**config.mk**
```make
export PLATFORM = sky130hd
export DESIGN_NAME = lsa_flood_duplicate_filter
export DESIGN_NICKNAME = d
export VERILOG_FILES = /design/src/rtl/lfdf_pkg.sv /design/src/rtl/lfdf_ram.sv /design/src/rtl/lfdf_accum.sv /design/src/rtl/lfdf_search.sv /design/src/rtl/lsa_flood_duplicate_filter.sv
export SDC_FILE = /design/constraint.sdc
export NUM_CORES = 2
export LEC_CHECK = 0
export ABC_AREA = 1
export BUFFER_PORTS_ARGS = -buffer_cell sky130_fd_sc_hd__buf_4
export CORE_ASPECT_RATIO = 0.7
export CORE_UTILIZATION = 36
export DETAILED_ROUTE_END_ITERATION = 6
export GPL_TIMING_DRIVEN = 0
export PLACE_DENSITY = 0.51
export SLEW_MARGIN = 20
export SYNTH_ARGS = -nofsm -noshare
export SYNTH_HDL_FRONTEND = slang
export SYNTH_SLANG_ARGS = --single-unit
```
**constraint.sdc**
```tcl
create_clock -name clk_i -period 5.3 [get_ports clk_i]
set_input_delay 0.53 -clock clk_i [delete_from_list [all_inputs] [get_ports clk_i]]
set_output_delay 0.53 -clock clk_i [all_outputs]
set_load 0.02 [all_outputs]
```
**src/rtl/lfdf_pkg.sv**
```systemverilog
`default_nettype none

package lfdf_pkg;

  // Default sizes
  localparam int TABLE_DEPTH_DEF   = 64;
  localparam int MAX_MSG_BYTES_DEF = 512;
  localparam int ENTRY_BYTES_DEF   = 8;

  // Message layout and hash constants
  localparam logic [31:0] HASH_INIT = 32'd1315423911;
  localparam int SKIP_BYTES   = 4;
  localparam int COUNT_BYTES  = 4;
  localparam int HEADER_BYTES = 12;
  localparam int HASH_SHL     = 5;
  localparam int HASH_SHR     = 2;

  typedef struct packed {
    logic [7:0] data_byte;
    logic       is_last;
  } lfdf_in_t;

  typedef struct packed {
    logic        is_new;
    logic        corrupt;
    logic        table_full;
    logic [31:0] hash_value;
  } lfdf_out_t;

  // Finished message handed from the accumulator to the table search
  typedef struct packed {
    logic        bad;
    logic [31:0] hash;
  } lfdf_msg_t;

  // One JS hash step; the byte is sign-extended as a C char
  function automatic logic [31:0] js_mix(input logic [31:0] h, input logic [7:0] b);
    logic [31:0] ext;
    ext = {{24{b[7]}}, b};
    return h ^ ((h << HASH_SHL) + ext + (h >> HASH_SHR));
  endfunction

endpackage

`default_nettype wire

```
**src/rtl/lfdf_ram.sv**
```systemverilog
`default_nettype none

module lfdf_ram #(
  parameter int WIDTH = 32,
  parameter int DEPTH = 64,
  localparam int AW = (DEPTH > 1) ? $clog2(DEPTH) : 1
) (
  input  wire logic             clk_i,
  input  wire logic             we_i,
  input  wire logic [AW-1:0]    waddr_i,
  input  wire logic [WIDTH-1:0] wdata_i,
  input  wire logic             re_i,
  input  wire logic [AW-1:0]    raddr_i,
  output logic      [WIDTH-1:0] rdata_o
);

  logic [WIDTH-1:0] mem_q [DEPTH];

  always_ff @(posedge clk_i) begin
    if (we_i) begin
      mem_q[waddr_i] <= wdata_i;
    end
    if (re_i) begin
      rdata_o <= mem_q[raddr_i];
    end
  end

endmodule

`default_nettype wire

```
**src/rtl/lfdf_accum.sv**
```systemverilog
`default_nettype none

module lfdf_accum #(
  parameter int MAX_MSG_BYTES = lfdf_pkg::MAX_MSG_BYTES_DEF,
  parameter int ENTRY_BYTES   = lfdf_pkg::ENTRY_BYTES_DEF
) (
  input  wire logic                clk_i,
  input  wire logic                rst_ni,
  input  wire logic                byte_valid_i,
  input  wire lfdf_pkg::lfdf_in_t  byte_i,
  output logic                     msg_valid_o,
  output lfdf_pkg::lfdf_msg_t      msg_o
);

  import lfdf_pkg::*;

  localparam int PW = $clog2(MAX_MSG_BYTES + 1);
  localparam int EW = $clog2(ENTRY_BYTES + 1);
  localparam int XW = PW + EW + 1;

  logic [31:0]   hash_q, hash_d;
  logic [PW-1:0] pos_q, pos_d;
  logic [31:0]   count_q, count_d;

  logic [31:0]   fin_hash_q, fin_hash_d;
  logic [31:0]   fin_count_q, fin_count_d;
  logic [PW-1:0] fin_pos_q, fin_pos_d;
  logic          fin_valid_q, fin_valid_d;

  logic [31:0]   hash_nxt, count_nxt;
  logic [PW:0]   total;
  logic [PW+EW-1:0] prod;
  logic [XW-1:0] expect_len;
  logic          overlong, count_hi;

  always_comb begin
    hash_nxt  = hash_q;
    count_nxt = count_q;
    if (pos_q >= PW'(SKIP_BYTES)) begin
      hash_nxt = js_mix(hash_q, byte_i.data_byte);
    end
    if (pos_q inside {[SKIP_BYTES:SKIP_BYTES+COUNT_BYTES-1]}) begin
      count_nxt = count_q | (32'(byte_i.data_byte) << {pos_q[1:0], 3'b000});
    end
  end

  always_comb begin
    hash_d      = hash_q;
    pos_d       = pos_q;
    count_d     = count_q;
    fin_hash_d  = fin_hash_q;
    fin_count_d = fin_count_q;
    fin_pos_d   = fin_pos_q;
    fin_valid_d = 1'b0;
    if (byte_valid_i) begin
      if (byte_i.is_last) begin
        // capture the message, then restart for the next one
        fin_hash_d  = hash_nxt;
        fin_count_d = count_nxt;
        fin_pos_d   = pos_q;
        fin_valid_d = 1'b1;
        hash_d      = HASH_INIT;
        pos_d       = '0;
        count_d     = '0;
      end else begin
        hash_d  = hash_nxt;
        count_d = count_nxt;
        if (pos_q < PW'(MAX_MSG_BYTES)) begin
          pos_d = pos_q + PW'(1);
        end
      end
    end
  end

  // Length check: a count wider than the position can never match
  always_comb begin
    total      = (PW+1)'(fin_pos_q) + (PW+1)'(1);
    overlong   = (fin_pos_q == PW'(MAX_MSG_BYTES));
    count_hi   = (fin_count_q[31:PW] != '0);
    prod       = (PW+EW)'(fin_count_q[PW-1:0]) * (PW+EW)'(ENTRY_BYTES);
    expect_len = XW'(prod) + XW'(HEADER_BYTES);
  end

  assign msg_valid_o = fin_valid_q;
  assign msg_o.hash  = fin_hash_q;
  assign msg_o.bad   = overlong | count_hi | (expect_len != XW'(total));

  always_ff @(posedge clk_i or negedge rst_ni) begin
    if (!rst_ni) begin
      hash_q      <= HASH_INIT;
      pos_q       <= '0;
      count_q     <= '0;
      fin_valid_q <= 1'b0;
    end else begin
      hash_q      <= hash_d;
      pos_q       <= pos_d;
      count_q     <= count_d;
      fin_valid_q <= fin_valid_d;
    end
  end

  always_ff @(posedge clk_i) begin
    fin_hash_q  <= fin_hash_d;
    fin_count_q <= fin_count_d;
    fin_pos_q   <= fin_pos_d;
  end

endmodule

`default_nettype wire

```
**src/rtl/lfdf_search.sv**
```systemverilog
`default_nettype none

module lfdf_search #(
  parameter int TABLE_DEPTH = lfdf_pkg::TABLE_DEPTH_DEF
) (
  input  wire logic                 clk_i,
  input  wire logic                 rst_ni,
  input  wire logic                 msg_valid_i,
  input  wire lfdf_pkg::lfdf_msg_t  msg_i,
  output logic                      busy_o,
  output logic                      out_valid_o,
  input  wire logic                 out_stall_i,
  output lfdf_pkg::lfdf_out_t       out_data_o
);

  import lfdf_pkg::*;

  localparam int AW   = (TABLE_DEPTH > 1) ? $clog2(TABLE_DEPTH) : 1;
  localparam int CNTW = $clog2(TABLE_DEPTH + 1);

  typedef enum logic [3:0] {
    S_IDLE = 4'b0001,
    S_READ = 4'b0010,
    S_CMP  = 4'b0100,
    S_FIN  = 4'b1000
  } state_e;

  state_e          state_q, state_d;
  logic [AW-1:0]   idx_q, idx_d;
  logic [CNTW-1:0] cnt_q, cnt_d;
  logic [31:0]     hash_q, hash_d;
  lfdf_out_t       res_q, res_d;
  lfdf_out_t       out_q, out_d;
  logic            out_valid_q, out_valid_d;

  logic            ram_we, ram_re;
  logic [AW-1:0]   ram_waddr;
  logic [31:0]     ram_wdata, ram_rdata;
  logic            has_room;

  lfdf_ram #(
    .WIDTH(32),
    .DEPTH(TABLE_DEPTH)
  ) u_ram (
    .clk_i  (clk_i),
    .we_i   (ram_we),
    .waddr_i(ram_waddr),
    .wdata_i(ram_wdata),
    .re_i   (ram_re),
    .raddr_i(idx_q),
    .rdata_o(ram_rdata)
  );

  assign has_room  = (cnt_q < CNTW'(TABLE_DEPTH));
  assign ram_waddr = cnt_q[AW-1:0];
  assign ram_wdata = (state_q == S_IDLE) ? msg_i.hash : hash_q;

  always_comb begin
    state_d     = state_q;
    idx_d       = idx_q;
    cnt_d       = cnt_q;
    hash_d      = hash_q;
    res_d       = res_q;
    out_d       = out_q;
    out_valid_d = out_valid_q & out_stall_i;
    ram_we      = 1'b0;
    ram_re      = 1'b0;
    case (state_q)
      S_IDLE: begin
        if (msg_valid_i) begin
          hash_d           = msg_i.hash;
          res_d            = '0;
          res_d.hash_value = msg_i.hash;
          idx_d            = '0;
          if (msg_i.bad) begin
            res_d.corrupt = 1'b1;
            state_d       = S_FIN;
          end else if (cnt_q == '0) begin
            // empty table: store at once
            ram_we       = 1'b1;
            cnt_d        = cnt_q + CNTW'(1);
            res_d.is_new = 1'b1;
            state_d      = S_FIN;
          end else begin
            state_d = S_READ;
          end
        end
      end
      S_READ: begin
        ram_re  = 1'b1;
        state_d = S_CMP;
      end
      S_CMP: begin
        if (ram_rdata == hash_q) begin
          // duplicate: all flags stay clear
          state_d = S_FIN;
        end else if (CNTW'(idx_q) + CNTW'(1) == cnt_q) begin
          if (has_room) begin
            ram_we       = 1'b1;
            cnt_d        = cnt_q + CNTW'(1);
            res_d.is_new = 1'b1;
          end else begin
            res_d.table_full = 1'b1;
          end
          state_d = S_FIN;
        end else begin
          idx_d   = idx_q + AW'(1);
          state_d = S_READ;
        end
      end
      S_FIN: begin
        // hold until the output register is free
        if (!out_valid_q || !out_stall_i) begin
          out_d       = res_q;
          out_valid_d = 1'b1;
          state_d     = S_IDLE;
        end
      end
      default: begin
        state_d = S_IDLE;
      end
    endcase
  end

  assign busy_o      = (state_q != S_IDLE);
  assign out_valid_o = out_valid_q;
  assign out_data_o  = out_q;

  always_ff @(posedge clk_i or negedge rst_ni) begin
    if (!rst_ni) begin
      state_q     <= S_IDLE;
      cnt_q       <= '0;
      out_valid_q <= 1'b0;
    end else begin
      state_q     <= state_d;
      cnt_q       <= cnt_d;
      out_valid_q <= out_valid_d;
    end
  end

  always_ff @(posedge clk_i) begin
    idx_q  <= idx_d;
    hash_q <= hash_d;
    res_q  <= res_d;
    out_q  <= out_d;
  end

endmodule

`default_nettype wire

```
**src/rtl/lsa_flood_duplicate_filter.sv**
```systemverilog
`default_nettype none

// Channel   Direction  Handshake                 Payload
// in        input      in_valid_i / in_stall_o   in_data_i  (data_byte, is_last)
// out       output     out_valid_o / out_stall_i out_data_o (is_new, corrupt,
//                                                 table_full, hash_value)
//
// Bytes are taken back to back; after the last byte of a message the input stalls
// for the length check, a read and a compare per stored entry searched through the
// RAM's single read port, and the result load once the output register is free.
// A corrupt message or an empty table skips the search; a duplicate ends it early.
// Reset empties the table by clearing its fill count; the RAM is not swept.
// A stalled result waits in the output register while the next message flows in.
module lsa_flood_duplicate_filter #(
  parameter int TABLE_DEPTH   = lfdf_pkg::TABLE_DEPTH_DEF,
  parameter int MAX_MSG_BYTES = lfdf_pkg::MAX_MSG_BYTES_DEF,
  parameter int ENTRY_BYTES   = lfdf_pkg::ENTRY_BYTES_DEF
) (
  input  wire logic                clk_i,
  input  wire logic                rst_ni,
  input  wire logic                in_valid_i,
  output logic                     in_stall_o,
  input  wire lfdf_pkg::lfdf_in_t  in_data_i,
  output logic                     out_valid_o,
  input  wire logic                out_stall_i,
  output lfdf_pkg::lfdf_out_t      out_data_o
);

  import lfdf_pkg::*;

  logic      byte_accept;
  logic      msg_valid;
  lfdf_msg_t msg;
  logic      search_busy;

  // Stall while a finished message is checked or searched
  assign in_stall_o  = msg_valid | search_busy;
  assign byte_accept = in_valid_i & ~in_stall_o;

  lfdf_accum #(
    .MAX_MSG_BYTES(MAX_MSG_BYTES),
    .ENTRY_BYTES  (ENTRY_BYTES)
  ) u_accum (
    .clk_i       (clk_i),
    .rst_ni      (rst_ni),
    .byte_valid_i(byte_accept),
    .byte_i      (in_data_i),
    .msg_valid_o (msg_valid),
    .msg_o       (msg)
  );

  lfdf_search #(
    .TABLE_DEPTH(TABLE_DEPTH)
  ) u_search (
    .clk_i      (clk_i),
    .rst_ni     (rst_ni),
    .msg_valid_i(msg_valid),
    .msg_i      (msg),
    .busy_o     (search_busy),
    .out_valid_o(out_valid_o),
    .out_stall_i(out_stall_i),
    .out_data_o (out_data_o)
  );

endmodule

`default_nettype wire

```
==> run summary <==
Status -> finished, violations left
Failing checks -> design-rule violations, negative setup slack
Ys async rst share -> 3.75%
Max Buffers Root-to-Sink -> 4
Final Routed Wirelength -> 418000 um
Die X -> 612 um
Post-Layout Cell Count -> 11700
Layout Nets -> 8085
Worst setup EP type -> flop
Least-Margin Pin Slew -> 1.41 ns
Setup TNS -> -2.33 ns
YS warnings -> 0
Worst setup path endpoint -> u_search.u_ram.rdata_o[30]$_DFFE_PN_
Slowest-stage cell, CP -> buf_1
CP required -> 5.93 ns
Post-Place Cells -> 11300
Initial Utilization -> 36.3%
Synth unique cells -> 46
HP Class -> primary input to flop
Overall Power -> 66.5 mW
Avg Vias per Cell -> 6.14
Vias -> 71700
Drt pass-1 iters -> 7
Clk root buf -> clkbuf_16
Met1 wire length -> 172000 um
RSZ-0062 raised after global routing -> no
Logic pwr share -> 40.1%
Sequential share of power -> 35.4%
FF-to-FF setup slack -> -0.35 ns
Commonest non-fill, non-tap cell in the layout -> edfxtp_1
Slew Limit Fails -> 0
DP HPWL -> 305000 um
Largest family of logic cells by synthesized area -> compound AO/OA/AOI/OAI gates
Average cell area after synthesis -> 12.5 sq um
Crit path cell chain -> buf_2, inv_1, buf_2, clkbuf_2, buf_1, nor2_1, o22ai_1, o21ai_0, o22ai_2
CP most frequent cell -> buf_2
Worst Setup Slack, final -> -0.351 ns
Final period util -> 107%
CP max FO -> 11
Std cell rows -> 156
First-pass GRT wire length -> 555000 um
R2R cell count -> 9
TritonCTS buffer count -> 223
Leakage power -> 36.9 nW
CP Launch Type -> flop
Area grow syn2layout -> 19.4%
Synthesized area -> 93900 sq um
Critical path type -> flop to flop
Adder-Cell Fraction of Synth Area -> 1.11%
EDFF count, synth -> 2230
Post-Synth XOR/XNOR Area -> 0.522%
ANT nets after route -> 0
1st-iter DRT viols -> 13600
Pin count of the biggest net entering global routing -> 88
Post-route cell area -> 112000 sq um
Tmin final -> 5.65 ns
P per Cell Area -> 593 nW/um^2
Grt ovf -> 0
Max cap viols -> 0
CP Data Arrival Time -> 6.28 ns
Post-synthesis compound-gate area fraction -> 12.7%
Clock share of power -> 24.5%
CTS sink count -> 2317
Post-synthesis sequential area ratio -> 73.7%
Met3 WL post-DR -> 73600 um
RePlAce Congestion -> 1.05
Die area -> 263000 sq um
Met2 WL post-DR -> 156000 um
DR top layer -> met5
Reported net switching power -> 28.5 mW
Layout cell share with drive strength beyond 1 -> 10.5%
Critical Path Max Stage Delay -> 1.06 ns
Final setup vio count -> 12
Final clock skew -> 0.0761 ns
Highest Clock Rate -> 177 MHz
Num ports -> 50
Top_reg_cell synth -> edfxtp_1
Placed cell areas -> 105000 sq um
Die Y -> 429 um
H-tree depth -> 4
Residual DRC -> 5
Net Sw Frac -> 42.8%
RR Startpoint -> u_search.idx_q[2]$_SDFFCE_PN0P_
Synth Register Bits -> 2317
Slew Limit Headroom -> 4.72%
Reg-to-reg endpoint -> u_search.u_ram.rdata_o[30]$_DFFE_PN_
P_int -> 38.0 mW
Initial antenna violation count -> 61
Mux contribution to synthesized area -> 0%
Endpoints failing hold -> 0
Worst VDD drop -> 0.000454 V
Worst Setup SP -> u_search.idx_q[2]$_SDFFCE_PN0P_
Most frequent cells in the layout -> edfxtp_1 (2230), nor2_1 (1390), o21ai_0 (1329)
Port Buffers -> 49
Synth Net Count -> 7576
Clock Latency Late Sink -> 0.92 ns
Filler cell count in the final layout -> 23800
GRT Total Usage -> 31.0%
Clock transition at the registers of the reported paths -> 0.07 ns
Mapped Cells -> 7495
Number of global-route vias before repair -> 63800
Drt wl/cell -> 35.8 um
CTS tree -> yes
Simple-gate share of the synthesized area -> 9.16%
Area of the core -> 259000 sq um
==> final cells by class <==
cell class	instances	area (sq um)	share of cell area, %
Inverter	203	762	0.680
Timing Repair Buffer	284	5790	5.16
Clock buffer	275	5990	5.34
Tap cell	3476	4350	3.88
Multi-Input combinational cell	4498	23000	20.5
Antenna cell	18	45.0	0.0402
Buffer	477	1910	1.71
Sequential cell	2317	69200	61.7
Clock inverter	126	1150	1.03
==> layer usage <==
layer / global-route usage, % / vias to the layer above
met5: 1.20 / -
met1: 46.0 / 36400
li1: - / 28600
met4: 9.72 / 46
met2: 39.0 / 5774
met3: 14.7 / 873
==> timing repair <==
item | in CTS | in global routing
hold buffers | 3 | 0
endpoints found under the setup margin | 2 | 3
hold endpoints to repair | 71 | 0
resized for setup | 2 | 5
setup buffers | 0 | 0
==> registers in the layout (all words and copies together) (netlist names), 10 cells and up <==
| signal | flops |
|---|---|
| u_accum.fin_pos_q | 10 |
| u_accum.hash_q | 32 |
| u_accum.fin_hash_q | 32 |
| u_search.u_ram.rdata_o | 32 |
| u_search.out_data_o | 35 |
| u_search.hash_q | 32 |
| u_accum.fin_count_q | 32 |
| u_accum.count_q | 32 |
| u_search.u_ram.mem_q | 2048 |
| u_accum.pos_q | 10 |
==> per-stage QoR <==
| step | setup WS, ns | hold slack [ns] | util (%) |
|---|---|---|---|
| floorplan | 0.766 | 0.234 | - |
| global placement | -6.96 | 0.433 | 38.1 |
| detailed placement | -0.0228 | 0.417 | 40.5 |
| CTS | 0.0954 | 0.00661 | 43.3 |
| global route | 0.0496 | 0.0564 | 43.3 |
| finish | -0.351 | 0.0417 | 43.3 |
==> logic make-up after synthesis <==
family / Yosys count
compound gates: 2196
xor+xnor: 56
fa+ha+maj: 68
buf+inv: 680
flops: 2317
simple gates: 2178
==> cell usage after synthesis (27+ instances only) <==
cell type / count / area, sq um
nand3_1: 95 / 475
inv_1: 199 / 747
edfxtp_1: 2230 / 67000
nand2_1: 491 / 1840
a21oi_1: 168 / 841
nor2_1: 1455 / 5460
or2_2: 27 / 169
nand4_1: 29 / 181
ha_1: 42 / 526
buf_1: 34 / 128
clkbuf_1: 382 / 1430
buf_2: 56 / 280
xor2_1: 40 / 350
o21ai_0: 1344 / 6730
dfrtp_1: 68 / 1700
o22ai_1: 611 / 3820
nor3_1: 46 / 230
==> worst min path at each step <==
stage	startpoint	to	slack, ns	cells past startpoint
finish	in_valid_i	u_accum.msg_valid_o$_DFF_PN0_	0.04	3
global route	in_valid_i	u_accum.msg_valid_o$_DFF_PN0_	0.06	3
CTS	in_valid_i	u_accum.msg_valid_o$_DFF_PN0_	0.007	3
detailed placement	u_search.res_q[33]$_DFFE_PP_	u_search.out_data_o[33]$_DFFE_PP_	0.42	0
global placement	u_accum.fin_hash_q[6]$_DFFE_PP_	u_search.hash_q[6]$_DFFE_PP_	0.43	0
floorplan	rst_ni	u_accum.count_q[0]$_DFFE_PN0P_	0.23	0
==> power by group through the flow <==
stage          clock, mW  combinational, mW  sequential, mW
6_report            16.3               26.7            23.6
2_1_floorplan          0               11.0            24.1
3_3_place_gp           0               22.8            25.0
3_5_place_dp           0               24.9            23.9
4_1_cts             16.3               25.0            23.5
5_1_grt             16.9               27.0            23.6
==> critical path, delay by kind of cell, from the launching register on <==
kind                   cells  cell delay (ns)
AOI/OAI and AO/OA          3             1.97
DFF                        1             0.35
buffers and inverters      5             2.69
and+or+nand+nor            1             0.27
No activity file was read; power rests on OpenSTA's default activity.
